[src/rtl/tksd_pkg.sv]
// Shared types and constants for the terminal key sequence decoder.
package tksd_pkg;

    // One input beat: a received byte or a read timeout.
    typedef struct packed {
        logic       opcode;
        logic [7:0] rx_byte;
    } item_t;

    // One result beat: a plain byte key or a named key code.
    typedef struct packed {
        logic       special;
        logic [7:0] key;
    } key_beat_t;

    // Decoder result handed to the result register.
    typedef struct packed {
        logic      emit;
        key_beat_t beat;
    } dec_result_t;

    // Width of a named key code.
    localparam int KeyCodeW = 4;

    // Named key lookup result.
    typedef struct packed {
        logic                hit;
        logic [KeyCodeW-1:0] code;
    } named_t;

    // Parser state.
    typedef enum logic [2:0] {
        MODE_IDLE   = 3'd0,
        MODE_ESC    = 3'd1,
        MODE_CSI    = 3'd2,
        MODE_SS3    = 3'd3,
        MODE_SKIP   = 3'd4,
        MODE_DIGIT  = 3'd5,
        MODE_MOD    = 3'd6,
        MODE_LETTER = 3'd7
    } mode_t;

    // Input opcodes.
    localparam logic OP_BYTE    = 1'b0;
    localparam logic OP_TIMEOUT = 1'b1;

    // Bytes with a meaning in a sequence.
    localparam logic [7:0] CHAR_ESC   = 8'h1B;
    localparam logic [7:0] CHAR_B     = 8'h62;
    localparam logic [7:0] CHAR_F     = 8'h66;
    localparam logic [7:0] CHAR_LBRK  = 8'h5B;
    localparam logic [7:0] CHAR_O     = 8'h4F;
    localparam logic [7:0] CHAR_TILDE = 8'h7E;
    localparam logic [7:0] CHAR_SEMI  = 8'h3B;
    localparam logic [7:0] CHAR_3     = 8'h33;
    localparam logic [7:0] CHAR_0     = 8'h30;
    localparam logic [7:0] CHAR_9     = 8'h39;
    localparam logic [7:0] CHAR_UA    = 8'h41;
    localparam logic [7:0] CHAR_UB    = 8'h42;
    localparam logic [7:0] CHAR_UC    = 8'h43;
    localparam logic [7:0] CHAR_UD    = 8'h44;
    localparam logic [7:0] CHAR_UF    = 8'h46;
    localparam logic [7:0] CHAR_UH    = 8'h48;

    // Named key codes.
    localparam logic [KeyCodeW-1:0] KEY_LEFT   = 4'd0;
    localparam logic [KeyCodeW-1:0] KEY_RIGHT  = 4'd1;
    localparam logic [KeyCodeW-1:0] KEY_UP     = 4'd2;
    localparam logic [KeyCodeW-1:0] KEY_DOWN   = 4'd3;
    localparam logic [KeyCodeW-1:0] KEY_DEL    = 4'd4;
    localparam logic [KeyCodeW-1:0] KEY_HOME   = 4'd5;
    localparam logic [KeyCodeW-1:0] KEY_END    = 4'd6;
    localparam logic [KeyCodeW-1:0] KEY_PGUP   = 4'd7;
    localparam logic [KeyCodeW-1:0] KEY_PGDN   = 4'd8;
    localparam logic [KeyCodeW-1:0] KEY_WLEFT  = 4'd9;
    localparam logic [KeyCodeW-1:0] KEY_WRIGHT = 4'd10;

endpackage

[src/rtl/tksd_in_stage.sv]
// Input register stage that holds one accepted beat for the decoder.
module tksd_in_stage (
    input  logic           clk,
    input  logic           rst_n,
    input  logic           item_valid,
    output logic           item_ready,
    input  tksd_pkg::item_t item,
    input  logic           advance,
    output logic           stage_valid,
    output tksd_pkg::item_t stage_item
);

    logic            vld_reg;
    logic            vld_next;
    tksd_pkg::item_t data_reg;

    // The stage takes a new beat when empty or when its beat moves on.
    assign item_ready = !vld_reg || advance;

    always_comb
    begin
        vld_next = vld_reg;
        if (item_ready)
        begin
            vld_next = item_valid;
        end
    end

    // Control register.
    always_ff @(posedge clk or negedge rst_n)
    begin
        if (!rst_n)
        begin
            vld_reg <= 1'b0;
        end
        else
        begin
            vld_reg <= vld_next;
        end
    end

    // Payload register.
    always_ff @(posedge clk)
    begin
        if (item_valid && item_ready)
        begin
            data_reg <= item;
        end
    end

    assign stage_valid = vld_reg;
    assign stage_item  = data_reg;

endmodule

[src/rtl/tksd_decode.sv]
// Escape sequence parser: state registers and per-beat key decode.
module tksd_decode (
    input  logic                  clk,
    input  logic                  rst_n,
    input  logic                  fire,
    input  tksd_pkg::item_t       item,
    output tksd_pkg::dec_result_t result
);

    tksd_pkg::mode_t mode_reg;
    tksd_pkg::mode_t mode_next;
    logic [3:0]      digit_reg;
    logic [3:0]      digit_next;
    logic            alt_reg;
    logic            alt_next;

    logic            is_byte;
    logic [7:0]      b;
    logic            is_digit;
    tksd_pkg::named_t named;
    logic            emit;

    // Final letter of a CSI sequence.
    function automatic tksd_pkg::named_t letter_key(input logic [7:0] c, input logic alt);
        tksd_pkg::named_t r;
        r.hit  = 1'b1;
        r.code = tksd_pkg::KEY_UP;
        case (c)
            tksd_pkg::CHAR_UA: r.code = tksd_pkg::KEY_UP;
            tksd_pkg::CHAR_UB: r.code = tksd_pkg::KEY_DOWN;
            tksd_pkg::CHAR_UC: r.code = alt ? tksd_pkg::KEY_WRIGHT : tksd_pkg::KEY_RIGHT;
            tksd_pkg::CHAR_UD: r.code = alt ? tksd_pkg::KEY_WLEFT : tksd_pkg::KEY_LEFT;
            tksd_pkg::CHAR_UH: r.code = tksd_pkg::KEY_HOME;
            tksd_pkg::CHAR_UF: r.code = tksd_pkg::KEY_END;
            default:           r.hit  = 1'b0;
        endcase
        return r;
    endfunction

    // Key for a digit followed by a tilde; the digit is held as its low nibble.
    function automatic tksd_pkg::named_t tilde_key(input logic [3:0] d);
        tksd_pkg::named_t r;
        r.hit  = 1'b1;
        r.code = tksd_pkg::KEY_HOME;
        case (d)
            4'd1:    r.code = tksd_pkg::KEY_HOME;
            4'd3:    r.code = tksd_pkg::KEY_DEL;
            4'd4:    r.code = tksd_pkg::KEY_END;
            4'd5:    r.code = tksd_pkg::KEY_PGUP;
            4'd6:    r.code = tksd_pkg::KEY_PGDN;
            4'd7:    r.code = tksd_pkg::KEY_HOME;
            4'd8:    r.code = tksd_pkg::KEY_END;
            default: r.hit  = 1'b0;
        endcase
        return r;
    endfunction

    assign is_byte  = (item.opcode == tksd_pkg::OP_BYTE);
    assign b        = item.rx_byte;
    assign is_digit = (b >= tksd_pkg::CHAR_0) && (b <= tksd_pkg::CHAR_9);

    // Next state of the parser.
    always_comb
    begin
        mode_next  = tksd_pkg::MODE_IDLE;
        digit_next = digit_reg;
        alt_next   = alt_reg;
        case (mode_reg)
            tksd_pkg::MODE_IDLE:
            begin
                if (is_byte && (b == tksd_pkg::CHAR_ESC))
                begin
                    mode_next = tksd_pkg::MODE_ESC;
                end
            end
            tksd_pkg::MODE_ESC:
            begin
                if (is_byte)
                begin
                    if (b == tksd_pkg::CHAR_LBRK)
                    begin
                        mode_next = tksd_pkg::MODE_CSI;
                    end
                    else if (b == tksd_pkg::CHAR_O)
                    begin
                        mode_next = tksd_pkg::MODE_SS3;
                    end
                    else if ((b != tksd_pkg::CHAR_B) && (b != tksd_pkg::CHAR_F))
                    begin
                        mode_next = tksd_pkg::MODE_SKIP;
                    end
                end
            end
            tksd_pkg::MODE_CSI:
            begin
                if (is_byte && is_digit)
                begin
                    mode_next  = tksd_pkg::MODE_DIGIT;
                    digit_next = b[3:0];
                end
            end
            tksd_pkg::MODE_DIGIT:
            begin
                if (is_byte && (b == tksd_pkg::CHAR_SEMI))
                begin
                    mode_next = tksd_pkg::MODE_MOD;
                end
            end
            tksd_pkg::MODE_MOD:
            begin
                if (is_byte)
                begin
                    mode_next = tksd_pkg::MODE_LETTER;
                    alt_next  = (b == tksd_pkg::CHAR_3);
                end
            end
            default:
            begin
                mode_next = tksd_pkg::MODE_IDLE;
            end
        endcase
    end

    // Result of the current beat.
    always_comb
    begin
        emit       = 1'b1;
        named.hit  = 1'b0;
        named.code = tksd_pkg::KEY_LEFT;
        case (mode_reg)
            tksd_pkg::MODE_IDLE:
            begin
                emit = is_byte && (b != tksd_pkg::CHAR_ESC);
            end
            tksd_pkg::MODE_ESC:
            begin
                if (is_byte)
                begin
                    if (b == tksd_pkg::CHAR_B)
                    begin
                        named.hit  = 1'b1;
                        named.code = tksd_pkg::KEY_WLEFT;
                    end
                    else if (b == tksd_pkg::CHAR_F)
                    begin
                        named.hit  = 1'b1;
                        named.code = tksd_pkg::KEY_WRIGHT;
                    end
                    else
                    begin
                        emit = 1'b0;
                    end
                end
            end
            tksd_pkg::MODE_CSI:
            begin
                if (is_byte)
                begin
                    emit  = !is_digit;
                    named = letter_key(b, 1'b0);
                end
            end
            tksd_pkg::MODE_SS3:
            begin
                if (is_byte && (b == tksd_pkg::CHAR_UH))
                begin
                    named.hit  = 1'b1;
                    named.code = tksd_pkg::KEY_HOME;
                end
                else if (is_byte && (b == tksd_pkg::CHAR_UF))
                begin
                    named.hit  = 1'b1;
                    named.code = tksd_pkg::KEY_END;
                end
            end
            tksd_pkg::MODE_DIGIT:
            begin
                if (is_byte && (b == tksd_pkg::CHAR_TILDE))
                begin
                    named = tilde_key(digit_reg);
                end
                else if (is_byte && (b == tksd_pkg::CHAR_SEMI))
                begin
                    emit = 1'b0;
                end
            end
            tksd_pkg::MODE_MOD:
            begin
                emit = !is_byte;
            end
            tksd_pkg::MODE_LETTER:
            begin
                if (is_byte)
                begin
                    named = letter_key(b, alt_reg);
                end
            end
            default:
            begin
                emit = 1'b1;
            end
        endcase
    end

    // Plain bytes pass through in idle; a named key gives its code; a failed sequence gives a lone ESC.
    always_comb
    begin
        result.emit = emit;
        if (mode_reg == tksd_pkg::MODE_IDLE)
        begin
            result.beat.special = 1'b0;
            result.beat.key     = b;
        end
        else if (named.hit)
        begin
            result.beat.special = 1'b1;
            result.beat.key     = {{(8 - tksd_pkg::KeyCodeW){1'b0}}, named.code};
        end
        else
        begin
            result.beat.special = 1'b0;
            result.beat.key     = tksd_pkg::CHAR_ESC;
        end
    end

    // Parser state registers.
    always_ff @(posedge clk or negedge rst_n)
    begin
        if (!rst_n)
        begin
            mode_reg  <= tksd_pkg::MODE_IDLE;
            digit_reg <= 4'd0;
            alt_reg   <= 1'b0;
        end
        else if (fire)
        begin
            mode_reg  <= mode_next;
            digit_reg <= digit_next;
            alt_reg   <= alt_next;
        end
    end

endmodule

[src/rtl/tksd_out_stage.sv]
// Result register that holds one key beat until the receiver takes it.
module tksd_out_stage (
    input  logic                  clk,
    input  logic                  rst_n,
    input  logic                  fire,
    input  tksd_pkg::dec_result_t result,
    output logic                  advance,
    output logic                  key_valid,
    input  logic                  key_ready,
    output tksd_pkg::key_beat_t   key_event
);

    logic                vld_reg;
    logic                vld_next;
    tksd_pkg::key_beat_t data_reg;

    // The register can load when empty or when its beat is taken this cycle.
    assign advance = !vld_reg || key_ready;

    always_comb
    begin
        vld_next = vld_reg;
        if (advance)
        begin
            vld_next = fire && result.emit;
        end
    end

    // Control register.
    always_ff @(posedge clk or negedge rst_n)
    begin
        if (!rst_n)
        begin
            vld_reg <= 1'b0;
        end
        else
        begin
            vld_reg <= vld_next;
        end
    end

    // Payload register.
    always_ff @(posedge clk)
    begin
        if (advance && fire && result.emit)
        begin
            data_reg <= result.beat;
        end
    end

    assign key_valid = vld_reg;
    assign key_event = data_reg;

endmodule

[src/rtl/terminal_key_sequence_decoder_core.sv]
// Top level of the terminal key sequence decoder.
//
// The item channel carries one beat per received byte (opcode 0) or per read
// timeout (opcode 1). The key channel carries at most one key beat per item:
// a plain byte (special 0) or a named key code (special 1).
// Both channels are valid/ready; a beat moves when valid and ready are high.
// An accepted item lands in an input register, is decoded combinationally
// against the parser state, and its key beat, if any, is loaded into the
// result register as soon as that register can take it.
// Throughput is one item per cycle while the result register is not stalled;
// the parser state registers update once per item.
// Items that only advance the parser (ESC, a sequence prefix, a timeout while
// idle) produce no key beat.
// Reset empties both registers and returns the parser to idle.
// When the receiver stalls, the result register holds its beat, the next
// item waits in the input register, and item_ready drops until the result
// register frees up.
module terminal_key_sequence_decoder_core (
    input  logic                clk,
    input  logic                rst_n,
    input  logic                item_valid,
    output logic                item_ready,
    input  tksd_pkg::item_t     item,
    output logic                key_valid,
    input  logic                key_ready,
    output tksd_pkg::key_beat_t key_event
);

    logic                  advance;
    logic                  stage_valid;
    tksd_pkg::item_t       stage_item;
    logic                  fire;
    tksd_pkg::dec_result_t result;

    // The staged item is decoded when the result register can take it.
    assign fire = stage_valid && advance;

    tksd_in_stage u_in_stage (
        .clk        (clk),
        .rst_n      (rst_n),
        .item_valid (item_valid),
        .item_ready (item_ready),
        .item       (item),
        .advance    (advance),
        .stage_valid(stage_valid),
        .stage_item (stage_item)
    );

    tksd_decode u_decode (
        .clk   (clk),
        .rst_n (rst_n),
        .fire  (fire),
        .item  (stage_item),
        .result(result)
    );

    tksd_out_stage u_out_stage (
        .clk      (clk),
        .rst_n    (rst_n),
        .fire     (fire),
        .result   (result),
        .advance  (advance),
        .key_valid(key_valid),
        .key_ready(key_ready),
        .key_event(key_event)
    );

endmodule

[config.mk]
export PLATFORM = sky130hd
export DESIGN_NAME = terminal_key_sequence_decoder_core
export DESIGN_NICKNAME = d
export VERILOG_FILES = /design/src/rtl/tksd_pkg.sv /design/src/rtl/tksd_in_stage.sv /design/src/rtl/tksd_decode.sv /design/src/rtl/tksd_out_stage.sv /design/src/rtl/terminal_key_sequence_decoder_core.sv
export SDC_FILE = /design/constraint.sdc
export NUM_CORES = 1
export LEC_CHECK = 0
export ABC_CLOCK_PERIOD_IN_PS = 2700
export BUFFER_PORTS_ARGS = -buffer_cell sky130_fd_sc_hd__buf_2
export CAP_MARGIN = 25
export CORE_MARGIN = 8
export CORE_UTILIZATION = 45
export CTS_BUF_LIST = sky130_fd_sc_hd__clkbuf_4 sky130_fd_sc_hd__clkbuf_8
export CTS_CLUSTER_DIAMETER = 80
export DETAILED_ROUTE_END_ITERATION = 8
export GPL_ROUTABILITY_DRIVEN = 0
export HOLD_SLACK_MARGIN = 0.02
export PLACE_DENSITY_LB_ADDON = 0.25
export SLEW_MARGIN = 20
export SYNTH_ARGS = -nofsm -noshare
export SYNTH_HDL_FRONTEND = slang
export SYNTH_SLANG_ARGS = --single-unit
[constraint.sdc]
create_clock -name clk -period 2.7 [get_ports clk]
set_input_delay 0.135 -clock clk [delete_from_list [all_inputs] [get_ports clk]]
set_output_delay 0.135 -clock clk [all_outputs]
set_load 0.03 [all_outputs]
==> results of run 1 <==
[area by class of cell]
cell class	count	area, um^2
inverter	5	18.8
timing repair buffer	43	290
clock buffer	3	41.3
sequential	28	791
fill	357	1760
clock inverter	1	30.0
multi-input combinational	143	921
tap	50	62.6
[Yosys cell counts (2+ instances only)]
library cell / count / area [um^2]
a21o_1: 2 / 15.0
nand3_1: 4 / 20.0
or3b_2: 2 / 17.5
nand2_1: 11 / 41.3
o21ai_0: 10 / 50.1
nand4b_1: 2 / 17.5
nor4_1: 8 / 50.1
a21oi_1: 9 / 45.0
a32oi_1: 2 / 17.5
nand4_1: 3 / 18.8
nor3_1: 9 / 45.0
nor4b_1: 3 / 26.3
and3_1: 2 / 12.5
edfxtp_1: 18 / 541
mux2_2: 5 / 56.3
or3_1: 2 / 12.5
dfrtp_1: 10 / 250
nor2b_1: 2 / 12.5
nor2_1: 16 / 60.1
nand2b_1: 12 / 75.1
a31oi_1: 2 / 12.5
o41ai_1: 2 / 17.5
or4b_1: 2 / 20.0
inv_1: 5 / 18.8
and4_1: 2 / 17.5
or4b_2: 3 / 30.0
and2_1: 3 / 18.8
clkbuf_1: 11 / 41.3
nand3b_1: 3 / 22.5
o311a_1: 2 / 20.0
a211oi_1: 2 / 15.0
[worst min-delay path by stage]
stage,startpoint,endpoint,slack (ns)
finish,item_valid,u_in_stage.stage_valid,0.05
global route,item_valid,u_in_stage.stage_valid,0.06
CTS,item_valid,u_in_stage.stage_valid,0.06
detailed placement,rst_n,u_decode.digit_reg[3],0.001
global placement,rst_n,u_decode.digit_reg[2],0.003
floorplan,rst_n,u_decode.alt_reg,-0.16
[power by group]
part	internal [mW]	total, mW	switching (mW)	leakage [nW]
clock	0.199	0.332	0.133	0.0357
sequential	0.604	0.718	0.114	0.301
combinational	0.261	0.747	0.486	0.477
total	1.06	1.80	0.734	0.814
[worst reg2reg max path: cells and delay by family (launching register included)]
kind | cells | cell delay, ns
flops | 1 | 0.58
simple gates | 1 | 0.69
compound gates | 4 | 1.02
[logic make-up after synthesis]
logic type                synth area share
buffers and inverters               0.0386
DFF                                  0.444
and+or+nand+nor                      0.316
xor gates and xnor gates           0.00492
AOI/OAI and AO/OA                    0.165
muxes                               0.0316
[per-layer routing]
layer,GRT usage,up-vias,routed length (um)
met5,0,-,0
met4,0.0778,0,154
met3,0.0305,15,306
met2,0.245,67,2240
met1,0.179,761,1940
li1,-,798,-
==> flow_summary.json, run 1 <==
{
  "sum_of_internal_switching_and_leakage_power_mw": 1.80,
  "vias_in_the_first_global_route": 1565,
  "finalSetupTns_ns": 0,
  "timing.hold.ws_ns": 0.0534,
  "finalWorstSetupSlack_ns": 0.124,
  "std_cell_rows": 23,
  "initial_core_util": 0.455,
  "grt_setup_unrepaired": "false",
  "root_buffer": "clkbuf_8",
  "antenna-diode-count": 0,
  "clkLatencyLatePin_ns": 0.28,
  "ys_seq_elements": 28,
  "synth.distinct_cells": 51,
  "synthesis.nets": 202,
  "placement.cell_area_um2": 1980,
  "pre_cts_slack_ns": 0.134,
  "antenna_found_initial": 0,
  "power.density_cell_area_nw_per_um2": 834,
  "total_number_of_vias": 1641,
  "critical_path_depth": 5,
  "leakage_power_of_the_design_nw": 0.814,
  "max_freq_mhz": 388,
  "seq_area_frac_synth": 0.444,
  "fin_crit_sh": 0.954,
  "post_cts_setup_repair_bufs": 0,
  "final_core_utilization": 0.551,
  "cts.sink_count": 28,
  "die-area_um2": 6230,
  "rr_endpoint": "u_out_stage.key_event[0]",
  "slowest_stage": "or4b_2",
  "endpoint_kind": "register",
  "clock_pin_slew_worst_setup_and_hold_paths_ns": 0.09,
  "layout_common_cells": "buf_2 (23), edfxtp_1 (18), nor2_1 (16)",
  "path_cells": "or4b_2 > o311ai_0 > a22oi_1 > o21ai_0 > a41oi_1",
  "ant_nets": 0,
  "timing_worst_slew_pin_value_ns": 0.764,
  "rr_worst_depth": 5,
  "worst_hold_path.num_cells": 2,
  "cts_tree": "done",
  "ctsLongestPathBuffers": 2,
  "dp_hpwl_um": 3440,
  "clock_skew_ns": 0.00289,
  "timing.critical_path.to": "u_out_stage.key_event[0]",
  "crit_family": "compound AO/OA/AOI/OAI gates",
  "dpl.cell_count": 259,
  "critical_path.reg2reg.startpoint": "u_in_stage.stage_item[1]",
  "drt-vias-per-instance": 6.01,
  "critPathMaxFanout": 13,
  "post_drt_wl_per_cell_um": 17.0,
  "drive_above_1_share": 0.215,
  "worst_ir_drop_vdd_uv": 494,
  "start_kind": "register",
  "portBuffers": 23,
  "postSynth.topFlopCell": "edfxtp_1",
  "horizontal_extent_of_the_die_um": 78.9,
  "largest_net_degree_at_the_start_of_global_routing": 20,
  "drt-pass1-iter-count": 4,
  "cts_repair_resize_count": 0,
  "count_of_max_cap_constraint_violations": 0,
  "grt_pass1_wl_um": 7430,
  "cts-buffers-inserted": 3,
  "post_synth.cell_area_avg_um2": 9.42,
  "synth_cells": 189,
  "globalRouteTotalUtil": 0.149,
  "die_height_um": 78.9,
  "finalMaxSlewViolations": 0,
  "core-area_um2": 3910,
  "reg2reg_slack_ns": 0.12,
  "async_flop_share": 0.357,
  "synth_area_um2": 1780,
  "synth-warning-count": 0,
  "worst-path-buf-inv": 0,
  "timing.critical_path.required_ns": 2.70,
  "final_common_cell": "buf_2",
  "final_net_count": 237,
  "run_status": "completed",
  "arrival_ns": 2.58,
  "maxSlewHeadroom": 0.487,
  "layout.cells.non_filler": 273,
  "worst_setup_path_startpoint": "u_in_stage.stage_item[1]",
  "timing.critical_path.slowest_cell_delay_ns": 0.69,
  "synth_enable_flop_cells": 18,
  "ctsHoldBuffers": 10,
  "hold_viol": 0,
  "final_non_filler_cell_area_um2": 2150,
  "drt-initial-drc-count": 214,
  "cts_max_level": 1,
  "post-route-min-period_ns": 2.58,
  "num_io_pins": 24,
  "worstHoldPathType": "input port to register",
  "setup_viol_count_final": 0,
  "remaining_drc_errors": 0,
  "area.growth.synth_to_final_pct": 21.0,
  "remaining_global_route_overflow": 0,
  "wirelength_um": 4640,
  "setup.worst_path.class": "register to register"
}
(Power assumes the default switching activity.)
==> inputs of run 2 (changes only) <==
--- a/config.mk
+++ b/config.mk
@@ -15,7 +15,7 @@
 export DETAILED_ROUTE_END_ITERATION = 8
 export GPL_ROUTABILITY_DRIVEN = 0
 export HOLD_SLACK_MARGIN = 0.02
-export PLACE_DENSITY_LB_ADDON = 0.25
+export PLACE_DENSITY = 0.67
 export SLEW_MARGIN = 20
 export SYNTH_ARGS = -nofsm -noshare
 export SYNTH_HDL_FRONTEND = slang
==> flow_summary.json, run 2 (synthesis gave the netlist of run 1 again) <==
{
  "worst_setup_path_startpoint": "u_in_stage.stage_item[7]",
  "vias_in_the_first_global_route": 1535,
  "ant_nets": 0,
  "grt_pass1_wl_um": 7540,
  "reg2reg_slack_ns": 0.24,
  "core-area_um2": 3910,
  "dpl.cell_count": 257,
  "grt_setup_unrepaired": "false",
  "remaining_global_route_overflow": 0,
  "critical_path.reg2reg.startpoint": "u_in_stage.stage_item[7]",
  "seq_area_um2": 791,
  "cts_tree": "done",
  "timing.critical_path.required_ns": 2.87,
  "power.density_cell_area_nw_per_um2": 839,
  "clock_skew_ns": 0.00469,
  "initial_core_util": 0.455,
  "antenna_found_initial": 0,
  "clock_pin_slew_worst_setup_and_hold_paths_ns": 0.10,
  "layout.cells.non_filler": 268,
  "cts_repair_resize_count": 0,
  "antenna-diode-count": 0,
  "ctsLongestPathBuffers": 2,
  "endpoint_kind": "register",
  "post-route-min-period_ns": 2.46,
  "drt-vias-per-instance": 6.29,
  "rr_worst_depth": 5,
  "multi_input_area_um2": 921,
  "cts-buffers-inserted": 3,
  "area.growth.synth_to_final_pct": 18.5,
  "horizontal_extent_of_the_die_um": 78.9,
  "start_kind": "register",
  "max_freq_mhz": 407,
  "clkLatencyLatePin_ns": 0.28,
  "cts_max_level": 1,
  "leakage_power_of_the_design_nw": 0.792,
  "setup_viol_count_final": 0,
  "root_buffer": "clkbuf_8",
  "std_cell_rows": 23,
  "fill_cells": 355,
  "die-area_um2": 6230,
  "fin_crit_sh": 0.910,
  "total_number_of_vias": 1686,
  "drive_above_1_share": 0.211,
  "portBuffers": 23,
  "final_common_cell": "buf_2",
  "timing.hold.ws_ns": 0.0237,
  "placement.cell_area_um2": 1970,
  "finalMaxSlewViolations": 0,
  "worst_ir_drop_vdd_uv": 610,
  "drt-pass1-iter-count": 5,
  "timing.critical_path.to": "u_decode.digit_reg[2]",
  "cts.sink_count": 28,
  "run_status": "completed",
  "die_height_um": 78.9,
  "setup.worst_path.class": "register to register",
  "rr_endpoint": "u_decode.digit_reg[2]",
  "remaining_drc_errors": 0,
  "post_drt_wl_per_cell_um": 16.9,
  "timing_worst_slew_pin_value_ns": 0.670,
  "drt-initial-drc-count": 240,
  "arrival_ns": 2.63,
  "count_of_max_cap_constraint_violations": 0,
  "finalSetupTns_ns": 0,
  "final_non_filler_cell_area_um2": 2110,
  "maxSlewHeadroom": 0.550,
  "globalRouteTotalUtil": 0.151,
  "layout_common_cells": "buf_2 (23), edfxtp_1 (18), nor2_1 (16)",
  "worstHoldPathType": "input port to register",
  "largest_net_degree_at_the_start_of_global_routing": 20,
  "final_net_count": 232,
  "critPathMaxFanout": 7,
  "num_io_pins": 24,
  "hold_viol": 0,
  "dp_hpwl_um": 3380,
  "wirelength_um": 4530
}
-- run 2: changes by cell type in the layout (fill, tap and decap cells not counted), sizes merged --
cell,before,now
dlygate4sd3,10,7
buf,33,31
-- run 2: repair_timing --
action / 4_1_cts / 5_1_grt
hold buffers: 5 / 2
hold endpoints to repair: 14 / 2
buffers inserted: 0 / 0
endpoints found under the setup margin: 0 / 0
-- run 2: routing by layer --
| layer | up-vias | part of all wire | track usage |
|---|---|---|---|
| met1 | 798 | 0.43 | 0.188 |
| met5 | - | 0 | 0 |
| li1 | 785 | - | - |
| met2 | 87 | 0.47 | 0.237 |
| met4 | 0 | 0.029 | 0.0926 |
| met3 | 16 | 0.074 | 0.0271 |
-- run 2: worst min path at each step --
stage               startpoint                  endpoint  slack, ns  depth (start not counted)
detailed placement       rst_n      u_decode.mode_reg[2]      0.008                          1
global placement         rst_n      u_decode.mode_reg[0]      0.003                          1
global route           item[1]  u_in_stage.stage_item[1]       0.02                          1
floorplan                rst_n          u_decode.alt_reg      -0.16                          0
CTS                    item[7]  u_in_stage.stage_item[7]       0.02                          1
finish                 item[4]  u_in_stage.stage_item[4]       0.02                          1
-- run 2: area by class of cell --
| type | count | area share |
|---|---|---|
| Multi-Input combinational cell | 143 | 0.437 |
| Tap cell | 50 | 0.0297 |
| Timing Repair Buffer | 38 | 0.116 |
| Clock buffer | 3 | 0.0196 |
| Inverter | 5 | 0.00890 |
| Clock inverter | 1 | 0.0142 |
| Sequential cell | 28 | 0.375 |
-- run 2: per-stage QoR --
step / util / total power, mW / worst slack, ns
floorplan: - / 1.23 / 0.371
CTS: 0.534 / 1.77 / 0.265
finish: 0.539 / 1.77 / 0.244
global placement: 0.503 / 1.42 / 0.305
global route: 0.539 / 1.87 / 0.0174
detailed placement: 0.503 / 1.43 / 0.283
-- run 2: power breakdown --
part | switching [mW] | internal, mW | total, mW
logic | 0.454 | 0.248 | 0.703
registers | 0.129 | 0.603 | 0.732
clock network | 0.136 | 0.199 | 0.335
total | 0.720 | 1.05 | 1.77
-- run 2: critical path, stage by stage, from the launching register on --
cell	delay, ns
edfxtp_1	0.48
or4bb_1	0.60
nor4b_1	0.41
nand2b_1	0.17
nor2_1	0.30
mux2_2	0.38
==> inputs of run 3 (changes only) <==
--- a/config.mk
+++ b/config.mk
@@ -9,13 +9,13 @@
 export BUFFER_PORTS_ARGS = -buffer_cell sky130_fd_sc_hd__buf_2
 export CAP_MARGIN = 25
 export CORE_MARGIN = 8
-export CORE_UTILIZATION = 45
+export CORE_UTILIZATION = 35
 export CTS_BUF_LIST = sky130_fd_sc_hd__clkbuf_4 sky130_fd_sc_hd__clkbuf_8
 export CTS_CLUSTER_DIAMETER = 80
 export DETAILED_ROUTE_END_ITERATION = 8
 export GPL_ROUTABILITY_DRIVEN = 0
 export HOLD_SLACK_MARGIN = 0.02
-export PLACE_DENSITY = 0.67
+export PLACE_DENSITY = 0.55
 export SLEW_MARGIN = 20
 export SYNTH_ARGS = -nofsm -noshare
 export SYNTH_HDL_FRONTEND = slang
==> flow_summary.json, run 3 (synthesis gave the netlist of run 1 again) <==
{
  "run_status": "completed",
  "initial_core_util": 0.355,
  "die-area_um2": 7630,
  "setup.worst_path.class": "register to register",
  "count_of_max_cap_constraint_violations": 0,
  "timing.critical_path.slowest_cell_delay_ns": 0.59,
  "timing.hold.ws_ns": 0.0318,
  "std_cell_rows": 26,
  "maxSlewHeadroom": 0.539,
  "clock_skew_ns": 0.00866,
  "hold_viol": 0,
  "cts-buffers-inserted": 3,
  "ctsLongestPathBuffers": 2,
  "wirelength_um": 4580,
  "core-area_um2": 5010,
  "path_cells": "or4b_1 > or3_1 > or4b_1 > a31oi_1 > o32a_1",
  "grt_setup_unrepaired": "false",
  "clock_pin_slew_worst_setup_and_hold_paths_ns": 0.10,
  "antenna_found_initial": 0,
  "final_common_cell": "buf_2",
  "drive_above_1_share": 0.224,
  "sum_of_internal_switching_and_leakage_power_mw": 1.80,
  "final_core_utilization": 0.434,
  "post_cts_setup_repair_bufs": 0,
  "post_drt_wl_per_cell_um": 15.6,
  "cts_repair_resize_count": 0,
  "finalMaxSlewViolations": 0,
  "horizontal_extent_of_the_die_um": 87.3,
  "global_route.usage.met1": 0.168,
  "arrival_ns": 2.67,
  "start_kind": "register",
  "largest_net_degree_at_the_start_of_global_routing": 17,
  "leakage_power_of_the_design_nw": 0.815,
  "busiest_layer": "met2",
  "total_number_of_vias": 1629,
  "critical_path.most_common_cell": "or4b_1",
  "grt_pass1_wl_um": 7870,
  "cts_max_level": 1,
  "grt_util_met2": 0.211,
  "ant_nets": 0,
  "max_freq_mhz": 407,
  "layout.cells.non_filler": 293,
  "dpl.cell_count": 281,
  "power.density_cell_area_nw_per_um2": 828,
  "fill_cells": 507,
  "remaining_global_route_overflow": 0,
  "ctsHoldBuffers": 7,
  "timing_worst_slew_pin_value_ns": 0.687,
  "fin_crit_sh": 0.910,
  "portBuffers": 23,
  "placement.cell_area_um2": 2020,
  "root_buffer": "clkbuf_8",
  "drt-initial-drc-count": 161,
  "worstHoldPathType": "input port to register",
  "area.growth.synth_to_final_pct": 22.1,
  "slowest_stage": "or4b_1",
  "pre_cts_slack_ns": 0.274,
  "critPathMaxFanout": 9,
  "worst_ir_drop_vdd_uv": 390,
  "clkLatencyLatePin_ns": 0.28,
  "finalSetupTns_ns": 0,
  "drt-pass1-iter-count": 4,
  "setup_viol_count_final": 0,
  "antenna-diode-count": 0,
  "num_io_pins": 24,
  "final_net_count": 237,
  "endpoint_kind": "register",
  "finalWorstSetupSlack_ns": 0.244,
  "globalRouteTotalUtil": 0.130,
  "cts_tree": "done",
  "fraction_of_met3_tracks_used_by_global_routing": 0.0189,
  "vias_in_the_first_global_route": 1630,
  "layout_common_cells": "buf_2 (23), edfxtp_1 (18), nor2_1 (16)",
  "timing.critical_path.required_ns": 2.92,
  "drt-vias-per-instance": 5.56,
  "dp_hpwl_um": 3490,
  "final_non_filler_cell_area_um2": 2170,
  "die_height_um": 87.3,
  "cts.sink_count": 28,
  "post-route-min-period_ns": 2.46,
  "remaining_drc_errors": 0
}
## run 3: cell types whose count changed in the layout (fill, tap and decap cells not counted), sizes merged
cell,before,now
buf,31,35
dlygate4sd3,7,8
## run 3: cell type report
class                           count  area (um^2)  share of cell area
Clock buffer                        3         41.3              0.0190
Timing Repair Buffer               43          285               0.131
Inverter                            5         18.8             0.00863
Clock inverter                      1         30.0              0.0138
Sequential cell                    28          791               0.364
Tap cell                           70         87.6              0.0403
Multi-Input combinational cell    143          921               0.423
## run 3: worst paths after layout
check | start | to | slack [ns] | cells after the start
max | u_in_stage.stage_item[5] | u_decode.mode_reg[0] | 0.24 | 5
min | item[3] | u_in_stage.stage_item[3] | 0.03 | 1
max reg2reg | u_in_stage.stage_item[5] | u_decode.mode_reg[0] | 0.24 | 5
min reg2reg | u_out_stage.key_valid | u_out_stage.key_valid | 0.59 | 1
max in group asynchronous | rst_n | u_decode.digit_reg[1] | 2.27 | 2
min in group asynchronous | rst_n | u_decode.digit_reg[2] | 0.25 | 2
## run 3: where the power goes
part / leakage, nW / switching (mW) / total (mW) / internal [mW]
sequential: 0.301 / 0.110 / 0.713 / 0.603
clock: 0.0357 / 0.137 / 0.336 / 0.199
combinational: 0.479 / 0.482 / 0.751 / 0.269
total: 0.815 / 0.729 / 1.80 / 1.07
## run 3: worst max-delay path, delay by kind of cell (launching register included)
kind               cells  cell delay [ns]
and+or+nand+nor        3             1.50
DFF                    1             0.52
AOI/OAI and AO/OA      2             0.37
## run 3: routing by layer
metal,part of all wire,vias to the layer above
li1,-,799
met1,0.45,764
met2,0.47,55
met3,0.055,11
met4,0.023,0
met5,0,-
